## src/rtl/core/wrts_pkg.sv

```systemverilog
package wrts_pkg;

   localparam int QueueDepth = 2;
   localparam int QueuePtrWidth = (QueueDepth > 1) ? $clog2(QueueDepth) : 1;
   localparam int QueueCountWidth = $clog2(QueueDepth + 1);

   localparam logic [1:0] REASON_NONE      = 2'd0;
   localparam logic [1:0] REASON_IMMINENT  = 2'd1;
   localparam logic [1:0] REASON_SUGGESTED = 2'd2;
   localparam logic [1:0] REASON_LOW_RSSI  = 2'd3;

   localparam logic CSR_RSSI_THRESHOLD    = 1'b0;
   localparam logic CSR_HYSTERESIS_MARGIN = 1'b1;

   localparam logic signed [7:0] RSSI_THRESHOLD_RESET    = -8'sd75;
   localparam logic [7:0]        HYSTERESIS_MARGIN_RESET = 8'd8;

   typedef struct packed {
      logic signed [7:0] cur_rssi;
      logic              present;
      logic              imminent;
      logic              has_pref;
      logic [47:0]       pref_addr;
      logic              best_found;
      logic [47:0]       best_addr;
      logic signed [7:0] best_strength;
      logic [7:0]        best_chan;
      logic              pref_found;
      logic signed [7:0] pref_strength;
      logic [7:0]        pref_chan;
   } decision_type;

   typedef struct packed {
      logic         valid;
      decision_type data;
   } queue_head_type;

endpackage

```

## src/rtl/core/wrts_front.sv

```systemverilog
module wrts_front (
   input  logic                   clock,
   input  logic                   reset,
   input  logic                   accept,
   input  logic [47:0]            link_addr,
   input  logic signed [7:0]      current_rssi,
   input  logic                   btm_present,
   input  logic                   btm_imminent,
   input  logic                   btm_has_preferred,
   input  logic [47:0]            favoured_addr,
   input  logic                   nb_valid,
   input  logic [47:0]            nb_bssid,
   input  logic signed [7:0]      nb_rssi,
   input  logic [7:0]             nb_channel,
   input  logic                   last,
   output logic                   decision_push,
   output wrts_pkg::decision_type decision
);

   logic              best_found_ff, best_found_in;
   logic [47:0]       best_addr_ff, best_addr_in;
   logic signed [7:0] best_strength_ff, best_strength_in;
   logic [7:0]        best_chan_ff, best_chan_in;
   logic              pref_found_ff, pref_found_in;
   logic signed [7:0] pref_strength_ff, pref_strength_in;
   logic [7:0]        pref_chan_ff, pref_chan_in;
   logic              take_best;
   logic              take_pref;

   always_comb begin
      take_best = nb_valid && (nb_bssid != link_addr) &&
                  (!best_found_ff || (nb_rssi > best_strength_ff));
      take_pref = nb_valid && !pref_found_ff && (nb_bssid == favoured_addr);

      decision.cur_rssi      = current_rssi;
      decision.present       = btm_present;
      decision.imminent      = btm_imminent;
      decision.has_pref      = btm_has_preferred;
      decision.pref_addr     = favoured_addr;
      decision.best_found    = best_found_ff | take_best;
      decision.best_addr     = take_best ? nb_bssid : best_addr_ff;
      decision.best_strength = take_best ? nb_rssi : best_strength_ff;
      decision.best_chan     = take_best ? nb_channel : best_chan_ff;
      decision.pref_found    = pref_found_ff | take_pref;
      decision.pref_strength = take_pref ? nb_rssi : pref_strength_ff;
      decision.pref_chan     = take_pref ? nb_channel : pref_chan_ff;

      decision_push = accept && last;

      best_found_in    = best_found_ff;
      best_addr_in     = best_addr_ff;
      best_strength_in = best_strength_ff;
      best_chan_in     = best_chan_ff;
      pref_found_in    = pref_found_ff;
      pref_strength_in = pref_strength_ff;
      pref_chan_in     = pref_chan_ff;
      if (accept) begin
         best_addr_in     = decision.best_addr;
         best_strength_in = decision.best_strength;
         best_chan_in     = decision.best_chan;
         pref_strength_in = decision.pref_strength;
         pref_chan_in     = decision.pref_chan;
         if (last) begin
            best_found_in = 1'b0;
            pref_found_in = 1'b0;
         end else begin
            best_found_in = decision.best_found;
            pref_found_in = decision.pref_found;
         end
      end
   end

   always_ff @(posedge clock) begin
      if (reset) begin
         best_found_ff <= 1'b0;
         pref_found_ff <= 1'b0;
      end else begin
         best_found_ff <= best_found_in;
         pref_found_ff <= pref_found_in;
      end
   end

   always_ff @(posedge clock) begin
      best_addr_ff     <= best_addr_in;
      best_strength_ff <= best_strength_in;
      best_chan_ff     <= best_chan_in;
      pref_strength_ff <= pref_strength_in;
      pref_chan_ff     <= pref_chan_in;
   end

endmodule

```

## src/rtl/core/wrts_queue.sv

```systemverilog
module wrts_queue (
   input  logic                     clock,
   input  logic                     reset,
   input  logic                     push,
   input  wrts_pkg::decision_type   push_data,
   output logic                     full,
   input  logic                     pop,
   output wrts_pkg::queue_head_type head
);

   wrts_pkg::decision_type mem [wrts_pkg::QueueDepth];

   logic [wrts_pkg::QueuePtrWidth-1:0]   wr_ptr_ff, wr_ptr_in;
   logic [wrts_pkg::QueuePtrWidth-1:0]   rd_ptr_ff, rd_ptr_in;
   logic [wrts_pkg::QueueCountWidth-1:0] count_ff, count_in;
   logic                                 do_push;
   logic                                 do_pop;

   function automatic logic [wrts_pkg::QueuePtrWidth-1:0] next_ptr(
      input logic [wrts_pkg::QueuePtrWidth-1:0] ptr
   );
      logic [wrts_pkg::QueuePtrWidth-1:0] result;
      if (ptr == wrts_pkg::QueuePtrWidth'(wrts_pkg::QueueDepth - 1)) begin
         result = '0;
      end else begin
         result = ptr + 1'b1;
      end
      return result;
   endfunction

   always_comb begin
      full       = (count_ff == wrts_pkg::QueueCountWidth'(wrts_pkg::QueueDepth));
      head.valid = (count_ff != '0);
      head.data  = mem[rd_ptr_ff];
      do_push    = push && !full;
      do_pop     = pop && head.valid;
      wr_ptr_in  = do_push ? next_ptr(wr_ptr_ff) : wr_ptr_ff;
      rd_ptr_in  = do_pop ? next_ptr(rd_ptr_ff) : rd_ptr_ff;
      count_in   = count_ff;
      if (do_push && !do_pop) begin
         count_in = count_ff + 1'b1;
      end else if (do_pop && !do_push) begin
         count_in = count_ff - 1'b1;
      end
   end

   always_ff @(posedge clock) begin
      if (reset) begin
         wr_ptr_ff <= '0;
         rd_ptr_ff <= '0;
         count_ff  <= '0;
      end else begin
         wr_ptr_ff <= wr_ptr_in;
         rd_ptr_ff <= rd_ptr_in;
         count_ff  <= count_in;
      end
   end

   always_ff @(posedge clock) begin
      if (do_push) begin
         mem[wr_ptr_ff] <= push_data;
      end
   end

endmodule

```

## src/rtl/core/wrts_back.sv

```systemverilog
module wrts_back (
   input  logic                     clock,
   input  logic                     reset,
   input  logic                     csr_write_enable,
   input  logic                     csr_index,
   input  logic [7:0]               csr_write_data,
   input  wrts_pkg::queue_head_type head,
   output logic                     head_pop,
   output logic                     empty,
   input  logic                     pop,
   output logic                     roam,
   output logic [47:0]              dest_addr,
   output logic [7:0]               dest_chan,
   output logic [1:0]               reason
);

   logic signed [7:0] rssi_threshold_ff, rssi_threshold_in;
   logic [7:0]        hysteresis_margin_ff, hysteresis_margin_in;
   logic              out_valid_ff, out_valid_in;
   logic              roam_ff, roam_in;
   logic [47:0]       dest_addr_ff, dest_addr_in;
   logic [7:0]        dest_chan_ff, dest_chan_in;
   logic [1:0]        reason_ff, reason_in;
   logic signed [9:0] gap;
   logic              load;

   wrts_pkg::decision_type d;

   always_comb begin
      rssi_threshold_in    = rssi_threshold_ff;
      hysteresis_margin_in = hysteresis_margin_ff;
      if (csr_write_enable) begin
         unique case (csr_index)
            wrts_pkg::CSR_RSSI_THRESHOLD:    rssi_threshold_in = csr_write_data;
            wrts_pkg::CSR_HYSTERESIS_MARGIN: hysteresis_margin_in = csr_write_data;
            default: ;
         endcase
      end
   end

   always_comb begin
      d    = head.data;
      gap  = 10'(d.best_strength) - 10'(d.cur_rssi);
      load = head.valid && (!out_valid_ff || pop);
      head_pop = load;

      roam_in      = 1'b0;
      dest_addr_in = '0;
      dest_chan_in = '0;
      reason_in    = wrts_pkg::REASON_NONE;
      priority if (d.present && d.imminent) begin
         if (d.has_pref && d.pref_found) begin
            roam_in      = 1'b1;
            dest_addr_in = d.pref_addr;
            dest_chan_in = d.pref_chan;
            reason_in    = wrts_pkg::REASON_IMMINENT;
         end else if (d.best_found) begin
            roam_in      = 1'b1;
            dest_addr_in = d.best_addr;
            dest_chan_in = d.best_chan;
            reason_in    = wrts_pkg::REASON_IMMINENT;
         end
      end else if (d.present && d.has_pref && d.pref_found &&
                   (d.pref_strength >= d.cur_rssi)) begin
         roam_in      = 1'b1;
         dest_addr_in = d.pref_addr;
         dest_chan_in = d.pref_chan;
         reason_in    = wrts_pkg::REASON_SUGGESTED;
      end else if (d.best_found && (d.cur_rssi <= rssi_threshold_ff) &&
                   (gap >= $signed({2'b00, hysteresis_margin_ff}))) begin
         roam_in      = 1'b1;
         dest_addr_in = d.best_addr;
         dest_chan_in = d.best_chan;
         reason_in    = wrts_pkg::REASON_LOW_RSSI;
      end else begin
         reason_in    = wrts_pkg::REASON_NONE;
      end

      if (load) begin
         out_valid_in = 1'b1;
      end else if (pop) begin
         out_valid_in = 1'b0;
      end else begin
         out_valid_in = out_valid_ff;
      end
   end

   always_ff @(posedge clock) begin
      if (reset) begin
         rssi_threshold_ff    <= wrts_pkg::RSSI_THRESHOLD_RESET;
         hysteresis_margin_ff <= wrts_pkg::HYSTERESIS_MARGIN_RESET;
         out_valid_ff         <= 1'b0;
      end else begin
         rssi_threshold_ff    <= rssi_threshold_in;
         hysteresis_margin_ff <= hysteresis_margin_in;
         out_valid_ff         <= out_valid_in;
      end
   end

   always_ff @(posedge clock) begin
      if (load) begin
         roam_ff      <= roam_in;
         dest_addr_ff <= dest_addr_in;
         dest_chan_ff <= dest_chan_in;
         reason_ff    <= reason_in;
      end
   end

   assign empty     = !out_valid_ff;
   assign roam      = roam_ff;
   assign dest_addr = dest_addr_ff;
   assign dest_chan = dest_chan_ff;
   assign reason    = reason_ff;

endmodule

```

## src/rtl/core/wifi_roam_target_select.sv

```systemverilog
// One neighbour transaction is accepted per cycle while full is low.
// The decision for a run is queued when its last transaction is accepted, then loaded into
// the result-port register when the result side is draining; one decision per cycle at most.
// The rate is set by the front's combinational compare against the running best and preferred.
// Reset is synchronous and active high: it clears the running state, empties the queue
// and output register, and restores the threshold to -75 dBm and the margin to 8 dB.
module wifi_roam_target_select (
   input  logic              clock,
   input  logic              reset,
   input  logic              push,
   output logic              full,
   input  logic [47:0]       req_link_addr,
   input  logic signed [7:0] req_current_rssi,
   input  logic              req_btm_present,
   input  logic              req_btm_imminent,
   input  logic              req_btm_has_preferred,
   input  logic [47:0]       req_favoured_addr,
   input  logic              req_nb_valid,
   input  logic [47:0]       req_nb_bssid,
   input  logic signed [7:0] req_nb_rssi,
   input  logic [7:0]        req_nb_channel,
   input  logic              req_last,
   output logic              empty,
   input  logic              pop,
   output logic              rsp_roam,
   output logic [47:0]       rsp_dest_addr,
   output logic [7:0]        rsp_dest_chan,
   output logic [1:0]        rsp_reason,
   input  logic              csr_write_enable,
   input  logic              csr_index,
   input  logic [7:0]        csr_write_data
);

   wrts_pkg::decision_type   decision;
   wrts_pkg::queue_head_type head;
   logic                     accept;
   logic                     decision_push;
   logic                     head_pop;

   assign accept = push && !full;

   wrts_front u_front (
      .clock             (clock),
      .reset             (reset),
      .accept            (accept),
      .link_addr         (req_link_addr),
      .current_rssi      (req_current_rssi),
      .btm_present       (req_btm_present),
      .btm_imminent      (req_btm_imminent),
      .btm_has_preferred (req_btm_has_preferred),
      .favoured_addr     (req_favoured_addr),
      .nb_valid          (req_nb_valid),
      .nb_bssid          (req_nb_bssid),
      .nb_rssi           (req_nb_rssi),
      .nb_channel        (req_nb_channel),
      .last              (req_last),
      .decision_push     (decision_push),
      .decision          (decision)
   );

   wrts_queue u_queue (
      .clock     (clock),
      .reset     (reset),
      .push      (decision_push),
      .push_data (decision),
      .full      (full),
      .pop       (head_pop),
      .head      (head)
   );

   wrts_back u_back (
      .clock            (clock),
      .reset            (reset),
      .csr_write_enable (csr_write_enable),
      .csr_index        (csr_index),
      .csr_write_data   (csr_write_data),
      .head             (head),
      .head_pop         (head_pop),
      .empty            (empty),
      .pop              (pop),
      .roam             (rsp_roam),
      .dest_addr        (rsp_dest_addr),
      .dest_chan        (rsp_dest_chan),
      .reason           (rsp_reason)
   );

`ifndef SYNTHESIS
   assert property (@(posedge clock) disable iff (reset)
      !empty |-> (rsp_roam == (rsp_reason != wrts_pkg::REASON_NONE)))
      else $error("Roam flag disagrees with the reason code.");

   assert property (@(posedge clock) disable iff (reset)
      (!empty && !rsp_roam) |-> (rsp_dest_addr == '0 && rsp_dest_chan == '0))
      else $error("A stay decision carries a non-zero target.");

   assert property (@(posedge clock) disable iff (reset)
      (full && !head_pop) |=> full)
      else $error("The decision queue lost an entry while stalled.");
`endif

endmodule

```

## config.mk

```make
export PLATFORM = sky130hd
export DESIGN_NAME = wifi_roam_target_select
export DESIGN_NICKNAME = d
export VERILOG_FILES = /design/src/rtl/core/wrts_pkg.sv /design/src/rtl/core/wrts_front.sv /design/src/rtl/core/wrts_queue.sv /design/src/rtl/core/wrts_back.sv /design/src/rtl/core/wifi_roam_target_select.sv
export SDC_FILE = /design/constraint.sdc
export NUM_CORES = 1
export LEC_CHECK = 0
export BUFFER_PORTS_ARGS = -buffer_cell sky130_fd_sc_hd__buf_4
export CAP_MARGIN = 0
export CORE_ASPECT_RATIO = 1.4
export CORE_MARGIN = 2
export CORE_UTILIZATION = 35
export CTS_BUF_LIST = sky130_fd_sc_hd__clkbuf_2
export CTS_CLUSTER_SIZE = 20
export DETAILED_ROUTE_END_ITERATION = 7
export PLACE_DENSITY = 0.49
export SLEW_MARGIN = 20
export SYNTH_ARGS = -nofsm -noshare
export SYNTH_HDL_FRONTEND = slang
export SYNTH_SLANG_ARGS = --single-unit
```

## constraint.sdc

```tcl
create_clock -name clock -period 18.9 [get_ports clock]
set_input_delay 1.89 -clock clock [delete_from_list [all_inputs] [get_ports clock]]
set_output_delay 1.89 -clock clock [all_outputs]
set_load 0.1 [all_outputs]
```

== Word level (Yosys, flattened, before mapping) ==
Memory sizes are Yosys's and may differ from the RTL's. A register that Yosys moved wholly into a read port is not among the register bits.
Cells that the tools add are included.
W data, S select, Z words.

* $add $sub $neg: 5
* $lt $le $gt $ge: 4
* Eq/ne operators: 3
* Muxes and demuxes: 37
* Bitwise gates (word level): 3
* Reduce and logical (&&, ||, !) cells: 31

{| class="wikitable"
|+ Operators with widths
! cell !! count
|-
| $mux W48 || 6
|-
| $mux W8 || 9
|-
| $eq A48 B48 Y1 || 1
|-
| $ne A48 B48 Y1 || 1
|-
| $logic_and A1 B1 Y1 || 18
|-
| $mux W1 || 16
|-
| $mux W2 || 6
|-
| $ge A10 B9 Y1 || 1
|-
| $sub A8 B8 Y9 || 1
|-
| $ge A8 B8 Y1 || 1
|-
| $gt A8 B8 Y1 || 1
|-
| $le A8 B8 Y1 || 1
|-
| $logic_not A1 Y1 || 6
|-
| $reduce_bool A2 Y1 || 3
|-
| $reduce_and A2 Y1 || 2
|-
| $add A1 B1 Y1 const B || 2
|-
| $add A2 B1 Y2 const B || 1
|-
| $eq A2 B2 Y1 const B || 1
|-
| $logic_or A1 B1 Y1 || 2
|-
| $or A1 B1 Y1 || 2
|-
| $sub A2 B1 Y2 const B || 1
|-
| $not A1 Y1 || 1
|}

* Bits in registers: 162
* Memory bits (writable): 282
* Input bits: 187
* Output and inout bits: 61
* Logic and storage cells: 101
* Memories: 1

{| class="wikitable"
|+ Memories
! name !! depth !! bits a word !! read ports !! clocked after Yosys merged registers in !! write ports !! RTL line !! RTL
|-
| u_queue.mem || 2 || 141 || 1 || 1 || 1 || wrts_queue.sv:11 || <nowiki>wrts_pkg::decision_type mem [wrts_pkg::QueueDepth];</nowiki>
|}

== Depth between registers and ports, before layout ==
* Depth after elaboration: 9
* Gate-level depth with buffers: 23
* Mapped depth without buffers: 16

== Modules after synthesis ==
Synthesis repeated with hierarchy kept, for this count alone.

* Cell total of the unflattened synthesis: 1,207
* Area, all modules: 20,053.0 um^2

{| class="wikitable"
|+ By module, submodules not included
! module !! instances !! cells each !! area an instance (um^2) !! seq. area each (um^2)
|-
| wrts_queue || 1 || 464 || 10,764.1 || 8,568.2
|-
| wrts_front || 1 || 403 || 5,292.6 || 2,442.3
|-
| wrts_back || 1 || 339 || 3,982.6 || 2,112.0
|-
| wifi_roam_target_select || 1 || 1 || 13.8 || 0.0
|}

== Least setup slack after synthesis ==
No wires, ideal clock.

* Path type: input-to-reg
* From: in req_last
* To: mem u_queue.mem[0][0] (netlist bit), enable pin
* Setup time: 0.660 ns
* Data arrival time: 8.444 ns
* Data required time: 18.240 ns
* Slack: 9.796 ns
* Stages: 3
* Path buffers: 1
* Path through: and3_1 > clkbuf_1 > nor2b_1

* Word-level cells in the longest chain between the ends: 4

{| class="wikitable"
|+ RTL lines
! element !! RTL line !! RTL
|-
| start, declared || wifi_roam_target_select.sv:22 || <nowiki>input logic req_last,</nowiki>
|-
| $logic_and A1 B1 Y1 || wrts_front.sv:48 || <nowiki>decision_push = accept && last;</nowiki>
|-
| $logic_and A1 B1 Y1 || wrts_queue.sv:35 || <nowiki>do_push = push && !full;</nowiki>
|-
| net u_queue.do_push || wrts_queue.sv:16 || <nowiki>logic do_push;</nowiki>
|-
| $mux W1 || wrts_queue.sv:60 || <nowiki>if (do_push) begin</nowiki>
|-
| $mux W1 (implied by the code) || wrts_queue.sv:61 || <nowiki>mem[wr_ptr_ff] <= push_data;</nowiki>
|-
| end, declared || wrts_queue.sv:11 ||
|}

The timed path passes the listed nets, and every way through them passes these cells.

==> results.txt <==
----------------------------------------------------
[STA]
  Slew at the pin closest to its max-slew limit ... around 1.1 ns
  Final Max Slew Viols ... 0
  Worst relative slew slack ... 0.272
  Total Negative Setup Slacks ... 0 ns
  Setup skew after layout ... around 0.095 ns
  Worst setup slack after layout ... 14.05 ns
  Setup-failing EPs final ... 0
  Ratio of final minimum period to clock period ... 0.257
  Final Hold Viols ... 0
  Achievable Freq ... between 200 and 250 MHz
  Post-layout min period ... slightly below 5 ns
  Worst Hold Slack ... approximately 0.46 ns
  Unrepaired setup endpoints after global routing ... no

[Logic synthesis]
  Flip-flop and latch count after synthesis ... approximately 450
  Number of unique standard cell types used by synthesis ... 54
  Area of the mapped netlist ... around 20,000 um2
  Share of synthesized area occupied by flip-flops and latches ... 0.644
  Count of flip-flops with a built-in enable after synthesis ... 421
  Nets in the synthesized netlist ... 1,630
  Post-synthesis average cell area ... roughly 15 um2
  Number of synthesis warnings ... 0
  Fraction of registers with async set or reset after synthesis ... 0
  Most used flip-flop cell after synthesis ... sky130_fd_sc_hd__edfxtp_1
  Cells after synthesis ... between 1,000 and 1,500

[CTS]
  Hold buffer count at CTS ... 0
  CTS max path bufs ... 3
  # H-tree levels ... 3
  Total CTS buffers ... about 110
  Post-cts resize count ... 0
  TritonCTS clock tree ... done
  CTS Sinks ... 445
  Clock tree root driver cell ... sky130_fd_sc_hd__clkbuf_2
  Worst-Skew Late Latency ... about 1.2 ns
  Post-CTS repair timing setup buffer count ... 0
  Clock edge transition at the registers on the reported setup and hold paths ... about 0.10 ns

[GRT]
  Number of global-route vias before repair ... 13,700
  Global routing usage summed across all routing layers ... 0.205
  Maximum number of pins on one net before global-route repair ... about 110
  Global-route wire length before repair ... around 90 mm
  Grt total ovfl ... 0
  Initial antenna violation count ... 10

[Critical path]
  Crit-path most repeated cell ... sky130_fd_sc_hd__buf_4
  Delay of the slowest cell on the worst path ... ~0.8 ns
  Delay-heaviest family, CP ... compound AO/OA/AOI/OAI gates
  List of cells traversed by the critical path ... mux2i_1 > ha_1 > o21a_1 > o21ai_0 > a2111oi_4 > buf_4 > a21o_2 > buf_4 > o31ai_1
  Endpoint class of the critical path ... flop
  Biggest fanout along the worst timing path ... between 50 and 60
  Required time reported for the critical path endpoint ... between 15 and 20 ns
  WP data arrival ... about 5.6 ns
  Worst-path cell with the longest stage delay ... sky130_fd_sc_hd__buf_4
  Buffer and inverter count on the worst path ... 2
  Worst setup path class ... flop to flop
  Critical Path Source Type ... flop

[Routing]
  Iteration count of the initial detailed-routing pass ... 4
  Total wirelength of the detailed-routed design ... about 63 mm
  Routed metal-1 wire length ... 24.6 mm
  Post-detailed-route via-to-cell ratio ... between 5 and 6
  Post-route antenna net violation count ... 0
  Overall via count from detail_route ... roughly 13,000
  Sum of met3 wire segment lengths after detailed routing ... 4.27 mm
  Met2 wire length ... 30.5 mm
  Average wire per cell in the routed design ... 24.8 um
  1st-iter DRT viols ... approximately 740
  Uppermost layer routed ... met5
  Remaining design rule violation count ... 0

[Final layout]
  Post-layout instance area ... 24,000 um2
  Layout Cells excl Fill ... 2,526
  Most common cell after layout, fill and taps aside ... sky130_fd_sc_hd__edfxtp_1
  Ratio of cells with drive above 1 in the final layout ... 0.312
  # nets final ... around 1,900
  Synth-to-Final Area Change ... 17.8%
  Most used cells in the layout excluding fill and tap cells ... sky130_fd_sc_hd__edfxtp_1, sky130_fd_sc_hd__buf_4, sky130_fd_sc_hd__clkbuf_2
  Layout filler cell count ... between 5,000 and 6,000

[Floorplanning]
  Num rows ... between 100 and 150
  Core box area ... ~58,000 um2
  Width of the chip ... ~210 um
  Total die area ... 60,200 um2
  Die H ... 289 um
  Starting density of the core ... 0.354
  Count of boundary I/O pins ... 248

[Worst hold path]
  Type of the worst min-delay path ... flop to flop

[Placement]
  Instance area after placement ... ~23,000 um2
  Placer's final routability congestion estimate ... around 0.81
  Placement Setup Slack ... ~14 ns
  Number of instances in the placed design ... 2,321
  Input/output buffers ... 247
  Half-perimeter wire length after detailed placement ... around 39 mm

[Power and ir drop]
  Areal power density over the cells ... around 140 nW/um2
  Max rail drop VDD ... about 0.000082 V
  Leakage power ... between 8 and 9 nW

[Status]
  Result of the run ... complete, no violations

[Run]
  Count of maximum capacitance violations ... 0

----------------------------------------------------
## tightest hold or removal path, delay by kind of cell, from the launching register on
kind	cells	cell delay (ns)
simple gates	1	0.05
flops	1	0.32
compound gates	1	0.05
## state kept, by name (all words and copies together), names as in the netlist, 2 cells and up, named ones only
| register | flops |
|---|---|
| u_queue.count_ff | 2 |
| u_front.pref_chan_ff | 8 |
| u_back.dest_addr | 48 |
| u_front.best_chan_ff | 8 |
| u_queue.mem | 282 |
| u_front.pref_strength_ff | 8 |
| u_front.best_strength_ff | 8 |
| u_back.rssi_threshold_ff | 8 |
| u_back.reason | 2 |
| u_back.dest_chan | 8 |
| u_front.best_addr_ff | 48 |
| u_back.hysteresis_margin_ff | 8 |
## per-layer routing
layer,global-route usage,vias to the layer above
met5,0,-
met4,0.117,12
met3,0.0558,123
met2,0.342,496
met1,0.239,6563
li1,-,6074
## synth_stat cells, drive strengths merged (15+ instances only)
| cell | number | area [um2] |
|---|---|---|
| nor2 | 79 | 299 |
| mux2 | 93 | 1110 |
| edfxtp | 421 | 12600 |
| nand2 | 15 | 56.3 |
| mux2i | 124 | 1240 |
| clkbuf | 49 | 184 |
| buf | 36 | 233 |
| ha | 41 | 513 |
| a32oi | 57 | 499 |
| dfxtp | 24 | 480 |
| o31ai | 58 | 449 |
| a21oi | 24 | 120 |
| or3 | 57 | 357 |
| xor2 | 78 | 683 |
| inv | 45 | 169 |
| xnor2 | 23 | 201 |
| o21ai | 69 | 345 |
| nor4 | 19 | 119 |
## cell families after synthesis
kind of cell,after synthesis,share of synthesized area
mux,217,0.115
simple gates,223,0.0574
xor+xnor,101,0.0434
compound gates,243,0.0849
buf+inv,130,0.0287
flops,445,0.644
fa+ha+maj,42,0.0262
## final cells by class
| cell class | count | area, um2 | area share |
|---|---|---|---|
| flip-flops and latches | 445 | 13100 | 0.547 |
| repair buffers | 263 | 1990 | 0.0828 |
| clock buffers | 169 | 846 | 0.0352 |
| diodes | 7 | 17.5 | 0.000730 |
| clock inverters | 29 | 200 | 0.00834 |
| well taps | 742 | 928 | 0.0387 |
| inverters | 45 | 170 | 0.00709 |
| multi-input cells | 826 | 6720 | 0.280 |
## stage by stage
step | utilization | total power, mW
3_3_place_gp | 0.399 | 2.71
4_1_cts | 0.417 | 3.41
5_1_grt | 0.417 | 3.54
6_report | 0.417 | 3.36
3_5_place_dp | 0.399 | 2.72
2_1_floorplan | - | 2.35
## path summary, 6_finish.rpt
kind | from | end | slack [ns] | cells after the start
setup reg to reg | flop | u_back.dest_chan[3] | 14.05 | 9
hold reg to reg | u_back.hysteresis_margin_ff[5] | u_back.hysteresis_margin_ff[5] | 0.46 | 2
hold / removal | u_back.hysteresis_margin_ff[5] | u_back.hysteresis_margin_ff[5] | 0.46 | 2
setup / recovery | flop | u_back.dest_chan[3] | 14.05 | 9
## report_power, final
group / leakage [nW] / internal [mW] / switching, mW
sequential: 3.98 / 1.29 / 0.0675
combinational: 3.80 / 0.343 / 0.984
clock: 0.799 / 0.278 / 0.397
(Power assumes the default switching activity.)
